===== src/rtl/dss_pkg.sv =====
// shared types and codes for the disk seek scheduler
`default_nettype none
package dss_pkg;
  localparam int unsigned CylW = 16;
  localparam int unsigned TotW = 21;
  localparam logic [TotW-1:0] TotMax = '1;

  localparam logic [1:0] PolFcfs  = 2'd0;
  localparam logic [1:0] PolScan  = 2'd1;
  localparam logic [1:0] PolCscan = 2'd2;

  localparam logic CfgPolicy = 1'b0;
  localparam logic CfgStart  = 1'b1;

  typedef struct packed {
    logic [CylW-1:0] request_cylinder;
    logic            last_request;
  } dss_in_t;

  typedef struct packed {
    logic [CylW-1:0] from_cylinder;
    logic [CylW-1:0] to_cylinder;
    logic [CylW-1:0] move_distance;
    logic [TotW-1:0] total_seek;
    logic            last_move;
  } dss_out_t;

  // datapath operations ordered by the controller
  typedef enum logic [3:0] {
    OpNone,
    OpLoad,    // store a request word, closing word also resets head and total
    OpBegin,   // reset head and total
    OpSortRd,  // read store[idx-1] and store[idx]
    OpSwapLo,  // store[idx-1] takes the lower value
    OpSwapHi,  // store[idx] takes the upper value
    OpScanRd,  // read store at index
    OpMove,    // emit a move to the read cylinder
    OpJump     // emit the c-scan jump to zero
  } dss_op_e;

  typedef struct packed {
    dss_op_e     op;
    logic [5:0]  idx;
    logic        last;
  } dss_cmd_t;

  typedef struct packed {
    logic        swap;     // rd pair out of order
    logic        below;    // rd value below the head
  } dss_sts_t;
endpackage
`default_nettype wire


===== src/rtl/dss_datapath.sv =====
// request store, comparator and move arithmetic
`default_nettype none
module dss_datapath #(
  parameter int unsigned MaxReq = 16,
  parameter int unsigned IdxW   = 4
) (
  input  wire logic              clk_i,
  input  wire logic              rst_ni,
  input  wire logic [15:0]       cyl_i,
  input  wire logic [15:0]       start_i,
  input  wire dss_pkg::dss_cmd_t cmd_i,
  output dss_pkg::dss_sts_t      sts_o,
  output logic                   out_valid_o,
  output dss_pkg::dss_out_t      out_o
);
  import dss_pkg::*;

  logic [CylW-1:0] mem_q [MaxReq];
  logic [CylW-1:0] rda_q, rdb_q;
  logic [IdxW-1:0] ia, ib;
  logic [CylW-1:0] head_q, head_d;
  logic [TotW-1:0] tot_q, tot_d;
  logic [CylW-1:0] mv_dist;
  logic [TotW:0]   sum;
  logic            ov_q, ov_d;
  dss_out_t        out_q, out_d;

  assign ia = cmd_i.idx[IdxW-1:0];
  assign ib = ia - IdxW'(1);

  // one write port for load and both swap halves, two registered reads
  always_ff @(posedge clk_i) begin
    unique case (cmd_i.op)
      OpLoad:   mem_q[ia] <= cyl_i;
      OpSwapLo: mem_q[ib] <= rdb_q;
      OpSwapHi: mem_q[ia] <= rda_q;
      default: ;
    endcase
    if (cmd_i.op == OpSortRd) begin
      rda_q <= mem_q[ib];
      rdb_q <= mem_q[ia];
    end else if (cmd_i.op == OpScanRd) begin
      rda_q <= mem_q[ia];
    end
  end

  assign sts_o.swap  = rda_q > rdb_q;
  assign sts_o.below = rda_q < head_q;

  assign mv_dist = (head_q > rda_q) ? head_q - rda_q : rda_q - head_q;
  assign sum     = {1'b0, tot_q} + (TotW+1)'(mv_dist);

  always_comb begin
    head_d = head_q;
    tot_d  = tot_q;
    ov_d   = 1'b0;
    out_d  = out_q;
    unique case (cmd_i.op)
      OpLoad: begin
        if (cmd_i.last) begin
          head_d = start_i;
          tot_d  = '0;
        end
      end
      OpBegin: begin
        head_d = start_i;
        tot_d  = '0;
      end
      OpMove: begin
        tot_d  = sum[TotW] ? TotMax : sum[TotW-1:0];
        head_d = rda_q;
        ov_d   = 1'b1;
        out_d  = '{head_q, rda_q, mv_dist, tot_d, cmd_i.last};
      end
      OpJump: begin
        head_d = '0;
        ov_d   = 1'b1;
        out_d  = '{head_q, '0, '0, tot_q, cmd_i.last};
      end
      default: ;
    endcase
  end

  always_ff @(posedge clk_i or negedge rst_ni) begin
    if (!rst_ni) begin
      ov_q  <= 1'b0;
      tot_q <= '0;
    end else begin
      ov_q  <= ov_d;
      tot_q <= tot_d;
    end
  end

  always_ff @(posedge clk_i) begin
    head_q <= head_d;
    out_q  <= out_d;
  end

  assign out_valid_o = ov_q;
  assign out_o       = out_q;
endmodule
`default_nettype wire


===== src/rtl/dss_controller.sv =====
// sequencer: load, bubble sort, scan and emit
`default_nettype none
module dss_controller #(
  parameter int unsigned MaxReq = 16
) (
  input  wire logic              clk_i,
  input  wire logic              rst_ni,
  input  wire logic              start_i,
  input  wire logic              last_i,
  input  wire logic [1:0]        policy_i,
  input  wire dss_pkg::dss_sts_t sts_i,
  output dss_pkg::dss_cmd_t      cmd_o,
  output logic                   busy_o
);
  import dss_pkg::*;

  localparam logic [2:0] SIdle    = 3'd0;
  localparam logic [2:0] SSortRd  = 3'd1;
  localparam logic [2:0] SSortCmp = 3'd2;
  localparam logic [2:0] SSwapHi  = 3'd3;
  localparam logic [2:0] SFind    = 3'd4;
  localparam logic [2:0] SRd      = 3'd5;
  localparam logic [2:0] SMv      = 3'd6;
  localparam logic [2:0] SJump    = 3'd7;

  localparam logic [1:0] PhUp   = 2'd0;
  localparam logic [1:0] PhDown = 2'd1;
  localparam logic [1:0] PhLow  = 2'd2;

  logic [2:0] st_q, st_d;
  logic [5:0] cnt_q, cnt_d;   // held requests
  logic [5:0] i_q, i_d;       // scan index
  logic [5:0] p_q, p_d;       // top pair of the sort pass
  logic [5:0] s_q, s_d;       // first index at or above start
  logic [1:0] ph_q, ph_d;     // emission phase
  logic       rd_q, rd_d;     // read issued, data valid next cycle
  logic [1:0] pol_q, pol_d;
  logic       mv_last;
  dss_cmd_t   cmd;

  always_comb begin
    unique case (ph_q)
      PhDown:  mv_last = i_q == 6'd1;
      PhLow:   mv_last = i_q == s_q - 6'd1;
      default: mv_last = (i_q == cnt_q - 6'd1) &&
                         ((pol_q == PolScan) ? (s_q == 6'd0) : (pol_q != PolCscan));
    endcase
  end

  always_comb begin
    st_d = st_q; cnt_d = cnt_q; i_d = i_q; p_d = p_q; s_d = s_q;
    ph_d = ph_q; rd_d = 1'b0; pol_d = pol_q;
    cmd = '{OpNone, 6'd0, 1'b0};
    unique case (st_q)
      SIdle: begin
        if (start_i) begin
          if (cnt_q < 6'(MaxReq)) begin
            cmd = '{OpLoad, cnt_q, last_i};
            cnt_d = cnt_q + 6'd1;
          end else if (last_i) begin
            // store full: the closing word is dropped, the batch still runs
            cmd = '{OpBegin, 6'd0, 1'b0};
          end
          if (last_i) begin
            pol_d = policy_i; ph_d = PhUp; s_d = 6'd0; i_d = 6'd0;
            if (policy_i == PolScan || policy_i == PolCscan) begin
              st_d = SSortRd; i_d = 6'd1; p_d = cnt_d - 6'd1;
            end else begin
              st_d = SRd;
            end
          end
        end
      end
      SSortRd: begin
        if (p_q == 6'd0) begin
          st_d = SFind; i_d = 6'd0;
        end else if (i_q > p_q) begin
          // pass done, its largest value has settled at the top
          p_d = p_q - 6'd1; i_d = 6'd1;
        end else begin
          cmd = '{OpSortRd, i_q, 1'b0};
          st_d = SSortCmp;
        end
      end
      SSortCmp: begin
        if (sts_i.swap) begin
          cmd = '{OpSwapLo, i_q, 1'b0}; st_d = SSwapHi;
        end else begin
          i_d = i_q + 6'd1; st_d = SSortRd;
        end
      end
      SSwapHi: begin
        cmd = '{OpSwapHi, i_q, 1'b0}; i_d = i_q + 6'd1; st_d = SSortRd;
      end
      SFind: begin
        if (rd_q) begin
          if (!sts_i.below) begin
            s_d = i_q; st_d = SRd;
          end else begin
            i_d = i_q + 6'd1;
          end
        end else if (i_q >= cnt_q) begin
          s_d = cnt_q; st_d = SRd;
        end else begin
          cmd = '{OpScanRd, i_q, 1'b0}; rd_d = 1'b1;
        end
      end
      SRd: begin
        unique case (ph_q)
          PhDown: begin
            if (i_q == 6'd0) begin
              st_d = SIdle; cnt_d = 6'd0;
            end else begin
              cmd = '{OpScanRd, i_q - 6'd1, 1'b0}; st_d = SMv;
            end
          end
          PhLow: begin
            if (i_q >= s_q) begin
              st_d = SIdle; cnt_d = 6'd0;
            end else begin
              cmd = '{OpScanRd, i_q, 1'b0}; st_d = SMv;
            end
          end
          default: begin
            if (i_q < cnt_q) begin
              cmd = '{OpScanRd, i_q, 1'b0}; st_d = SMv;
            end else if (pol_q == PolScan) begin
              ph_d = PhDown; i_d = s_q;
            end else if (pol_q == PolCscan) begin
              st_d = SJump;
            end else begin
              st_d = SIdle; cnt_d = 6'd0;
            end
          end
        endcase
      end
      SMv: begin
        cmd = '{OpMove, 6'd0, mv_last};
        i_d = (ph_q == PhDown) ? i_q - 6'd1 : i_q + 6'd1;
        st_d = SRd;
        if (mv_last) begin
          st_d = SIdle; cnt_d = 6'd0;
        end
      end
      SJump: begin
        cmd = '{OpJump, 6'd0, s_q == 6'd0};
        ph_d = PhLow; i_d = 6'd0; st_d = SRd;
        if (s_q == 6'd0) begin
          st_d = SIdle; cnt_d = 6'd0;
        end
      end
      default: ;
    endcase
  end

  always_ff @(posedge clk_i or negedge rst_ni) begin
    if (!rst_ni) begin
      st_q <= SIdle; cnt_q <= '0; i_q <= '0; p_q <= '0; s_q <= '0;
      ph_q <= PhUp; rd_q <= 1'b0; pol_q <= PolFcfs;
    end else begin
      st_q <= st_d; cnt_q <= cnt_d; i_q <= i_d; p_q <= p_d; s_q <= s_d;
      ph_q <= ph_d; rd_q <= rd_d; pol_q <= pol_d;
    end
  end

  assign cmd_o  = cmd;
  assign busy_o = st_q != SIdle;
endmodule
`default_nettype wire


===== src/rtl/disk_seek_scheduler.sv =====
// top level of the disk seek scheduler
// channel | ports                           | handshake
// request | start_i, req_i                  | start_i && !busy_o
// move    | move_valid_o, move_o            | one-cycle strobe, no stall
// config  | cfg_we_i, cfg_idx_i, cfg_data_i | write at edge with cfg_we_i
// a request word loads while idle; the closing word starts the schedule
// scan and c-scan bubble sort first: n*(n-1)/2 pairs, each swapped if out of order
// then a search from the bottom finds the first request at or above the head
// a move reads then emits, the c-scan jump emits; busy_o drops as the final move shows
// reset clears count, sequencer, config, total and valid; store, head and move data are kept
`default_nettype none
module disk_seek_scheduler #(
  parameter int unsigned MAX_REQUESTS = 16
) (
  input  wire logic             clk_i,
  input  wire logic             rst_ni,
  input  wire logic             start_i,
  input  wire dss_pkg::dss_in_t req_i,
  output logic                  busy_o,
  output logic                  move_valid_o,
  output dss_pkg::dss_out_t     move_o,
  input  wire logic             cfg_we_i,
  input  wire logic             cfg_idx_i,
  input  wire logic [15:0]      cfg_data_i
);
  import dss_pkg::*;
  localparam int unsigned IdxW = (MAX_REQUESTS > 1) ? $clog2(MAX_REQUESTS) : 1;

  logic [1:0]  pol_q;
  logic [15:0] start_q;
  dss_cmd_t    cmd;
  dss_sts_t    sts;

  always_ff @(posedge clk_i or negedge rst_ni) begin
    if (!rst_ni) begin
      pol_q <= PolFcfs; start_q <= '0;
    end else if (cfg_we_i) begin
      if (cfg_idx_i == CfgPolicy) pol_q <= cfg_data_i[1:0];
      else start_q <= cfg_data_i;
    end
  end

  dss_controller #(.MaxReq(MAX_REQUESTS)) u_ctrl (
    .clk_i, .rst_ni, .start_i(start_i && !busy_o), .last_i(req_i.last_request),
    .policy_i(pol_q), .sts_i(sts), .cmd_o(cmd), .busy_o
  );

  dss_datapath #(.MaxReq(MAX_REQUESTS), .IdxW(IdxW)) u_dp (
    .clk_i, .rst_ni, .cyl_i(req_i.request_cylinder), .start_i(start_q),
    .cmd_i(cmd), .sts_o(sts), .out_valid_o(move_valid_o), .out_o(move_o)
  );
endmodule
`default_nettype wire


===== config.mk =====
export PLATFORM = sky130hd
export DESIGN_NAME = disk_seek_scheduler
export DESIGN_NICKNAME = d
export VERILOG_FILES = /design/src/rtl/dss_pkg.sv /design/src/rtl/dss_datapath.sv /design/src/rtl/dss_controller.sv /design/src/rtl/disk_seek_scheduler.sv
export SDC_FILE = /design/constraint.sdc
export NUM_CORES = 1
export LEC_CHECK = 0
export BUFFER_PORTS_ARGS = -buffer_cell sky130_fd_sc_hd__buf_2
export CORE_MARGIN = 5
export CORE_UTILIZATION = 35
export DETAILED_ROUTE_END_ITERATION = 10
export HOLD_SLACK_MARGIN = 0.02
export PLACE_DENSITY = 0.47
export SKIP_LAST_GASP = 1
export SYNTH_ARGS = -nofsm -noshare
export SYNTH_HDL_FRONTEND = slang
export SYNTH_SLANG_ARGS = --single-unit
export TNS_END_PERCENT = 1

===== constraint.sdc =====
create_clock -name clk_i -period 13.4 [get_ports clk_i]
set_clock_uncertainty 0.2 [all_clocks]
set_input_delay 2.68 -clock clk_i [delete_from_list [all_inputs] [get_ports clk_i]]
set_output_delay 2.68 -clock clk_i [all_outputs]
set_load 0.03 [all_outputs]

==> run_results.csv <==
group,metric,value,unit
clocking,cts_setup_buffers,0,
power_and_ir_drop,leakage,10.5,nW
cells_and_area,final_core_util,39.6,%
floorplan,core-area,69800,sq um
critical_path,timing.critical_path.from_type,"input port",
critical_path,path_class,"in -> reg",
power_and_ir_drop,power_density,303,nW/um^2
sta,finalCritPeriodShare,56.1,%
logic_synthesis,synth_top_area_cell,"edfxtp_1",
sta,grt_setup_unrepaired,"no",
logic_synthesis,synth_nets,2233,
power_and_ir_drop,clock_power_share,16.3,%
logic_synthesis,syn_inst,2099,
logic_synthesis,synth_warnings,0,
cells_and_area,layout-drive-gt1-share,17.8,%
drt,wirelength,76300,microns
critical_path,path_max_fanout,70,
power_and_ir_drop,worst_ir_drop_vdd,0.000176,V
power_and_ir_drop,seqPwrFrac,26.7,%
sta,fin_ws,5.88,ns
critical_path,worstPathCellList,"buf_2 -> nand2_1 -> nor3_1 -> buf_4 -> a21oi_4 -> buf_4 -> nand2_1 -> inv_1 -> ha_2 -> buf_4 -> a32oi_1 -> nor2_2",
power_and_ir_drop,netSwitchingPower,3.69,mW
logic_synthesis,synth_edf_count,374,
floorplan,die_h,275,microns
critical_path,critPathSlowestCell,"nor2_2",
sta,tightestPinTransition,1.28,ns
cells_and_area,fillers,6609,
power_and_ir_drop,swShare,44.0,%
logic_synthesis,avgSynthCellArea,11.7,sq um
power_and_ir_drop,p_int,4.70,mW
critical_path,path_buf_inv,5,
sta,min_period,7.52,ns
place,dpl.hpwl,53300,microns
global_routing,grt-ovfl-total,0,
power_and_ir_drop,p_comb_share,56.9,%
place,gp_congestion,0.873,
sta,max_freq,133,MHz
place,place_ws,5.38,ns
floorplan,pin_count,110,
logic_synthesis,synth_top_area_share,45.7,%
logic_synthesis,netlist_top_cells_area,"edfxtp_1 (46%), dfrtp_1 (7.3%), mux4_2 (7.3%)",
status,status,"complete, no violations",
floorplan,die_area,75600,sq um
clocking,cts_sinks,446,
cells_and_area,register_area,13000,sq um
logic_synthesis,ys.flop_type,"edfxtp_1",
place,portBuffers,109,
clocking,htree_levels,2,
logic_synthesis,synth-async-reset-ratio,16.1,%
drt,via_count,17800,
clocking,cts_buffers,49,
drt,first_pass_iters,5,
floorplan,rows,97,
clocking,cts_tree,"done",
critical_path,crit_path_frequent_cell,"buf_4",
sta,setup_tns,0,ns
worst_hold_path,min_path_type,"reg -> reg",
drt,viasPerCell,5.70,
critical_path,critPathMaxStageDelay,1.08,ns
clocking,post_cts_resized,0,
sta,setup_violations,0,
global_routing,grt_max_degree,72,
clocking,cts_max_path_buffers,3,
drt,ant_nets,0,
clocking,cts_hold_buf,0,
sta,slew_violations,0,
clocking,clock_latency,0.61,ns
sta,slew-limit-headroom,14.3,%
clocking,cts.clk_slew.worst_paths,0.06,ns
drt,wl_per_cell,24.4,microns
critical_path,crit_family,"buffers and inverters",
sta,final_hold_viol_count,0,
cells_and_area,area_growth,12.5,%
logic_synthesis,ys_ff_latch,446,
drt,drc,0,
logic_synthesis,synth_cell_types,82,
global_routing,grt_pass1_wl,114000,microns
floorplan,die_w,275,microns
global_routing,grt_usage,19.8,%
drt,drtIter0Drc,1708,
cells_and_area,multiInputGateArea,10700,sq um
global_routing,grt_pass1_vias,17400,
global_routing,antenna_found_initial,1,
floorplan,start_util,35.2,%
critical_path,end_kind,"flop",
cells_and_area,nets,2281,
clocking,cts-root-buf,"clkbuf_16",
logic_synthesis,yosysSeqAreaShare,53.0,%
job,drv_cap,0,
critical_path,arrival,7.54,ns
logic_synthesis,syn_area,24600,sq um
critical_path,required,13.42,ns
-- synthesized netlist by cell type (9+ instances only) --
library cell	n
buf_2	23
a21oi_1	126
o22ai_1	14
a22oi_1	21
mux2_2	49
a211oi_1	32
nand2b_1	9
clkbuf_1	94
nand3_1	119
o21ai_0	149
edfxtp_1	374
buf_1	12
dfrtp_1	72
xor2_1	15
inv_1	94
a311o_1	10
nand4_1	22
a32oi_1	12
nor2_1	125
a31oi_1	12
and2_1	22
mux2i_1	62
a21o_1	41
ha_1	93
nand2_1	186
nor2b_1	14
o21a_1	12
and3_1	20
nor3_1	23
mux4_2	80
xnor2_1	35
-- worst reg2reg max path, stage by stage (launching register included) --
cell and delay [ns]:
edfxtp_1 0.56, ha_1 0.36, nand4_1 0.18, nor4_1 0.59, o21ba_1 0.21, a31oi_1 0.10, o31ai_4 0.30, buf_4 0.63
nand2_1 0.18, inv_1 0.57, ha_2 0.71, buf_4 0.69, a32oi_1 0.42, nor2_2 1.08
-- power groups by stage --
stage | logic, mW | clock network, mW | registers, mW
after floorplan | 3.44 | 0 | 2.28
after global placement | 4.70 | 0 | 2.27
after detailed placement | 4.75 | 0 | 2.27
after CTS | 4.77 | 1.40 | 2.24
after global routing | 5.21 | 1.45 | 2.27
final | 4.77 | 1.37 | 2.24
-- cell usage in the layout (no fill, tap or decap), types with 22 or more instances in the layout --
master,Yosys,final
edfxtp_1,374,374
nand3_1,119,119
mux4_2,80,80
mux2i_1,62,62
inv_1,94,93
xnor2_1,35,35
nor3_1,23,23
a211oi_1,32,30
ha_1,93,92
nor2_1,125,108
clkbuf_16,0,49
dfrtp_1,72,72
buf_2,23,108
a21oi_1,126,125
nand2_1,186,186
o21ai_0,149,149
and2_1,22,22
a21o_1,41,41
buf_4,5,26
mux2_2,49,49
nand4_1,22,22
-- path summary, 6_finish.rpt --
path,from,to,slack [ns],depth (start not counted)
worst max-delay path,start_i,u_dp.mem_q[4][10],5.88,12
worst min-delay path,u_dp.head_q[11],u_dp.out_o[65],0.29,0
worst max register to register,u_dp.rda_q[12],u_dp.mem_q[4][10],6.23,13
worst min register to register,u_dp.head_q[11],u_dp.out_o[65],0.29,0
max in group asynchronous,rst_ni,start_q[10],10.13,2
min in group asynchronous,rst_ni,u_ctrl.i_q[3],1.73,1
-- per-stage QoR --
stage / hold slack [ns] / std cells / power (mW) / cell area (sq um)
global route: 0.304 / 3127 / 8.94 / 27600
CTS: 0.292 / 3127 / 8.42 / 27600
detailed placement: 0.284 / 3036 / 7.02 / 26000
global placement: 0.273 / 3036 / 6.97 / 26000
finish: 0.290 / 3128 / 8.38 / 27600
floorplan: 0.257 / 2099 / 5.71 / 24600
-- cell families (layout without fill, tap and decap cells) --
kind of cell	after synthesis	after routing	synth area share, %
DFF	446	446	53.0
AOI/OAI and AO/OA	510	510	13.3
other	0	1	0
adders and majority gates	96	96	4.98
muxes	191	191	12.1
xor gates and xnor gates	52	52	1.91
and+or+nand+nor	569	569	10.8
buffers and inverters	235	323	3.88
-- per-layer routing --
metal	GRT usage, %	routed length [microns]
met4	4.68	1750
met1	28.4	33600
met5	0	15
met3	3.68	5890
met2	31.3	35100
-- registers in the layout, indices dropped and copies added (netlist names), 16 cells and up --
signal,count
u_dp.mem_q,256
u_dp.out_o,70
u_dp.tot_q,21
start_q,16
u_dp.head_q,16
u_dp.rda_q,16
u_dp.rdb_q,16
-- final cells by class --
class	instances	share of cell area, %
multi-input cells	1418	38.8
well taps	940	4.26
repair buffers	134	2.66
inverters	98	1.35
clock buffers	59	4.61
flip-flops and latches	446	47.2
clock inverters	32	1.18
diodes	1	0.00905
Note: power is estimated with default switching activity, not from simulation.
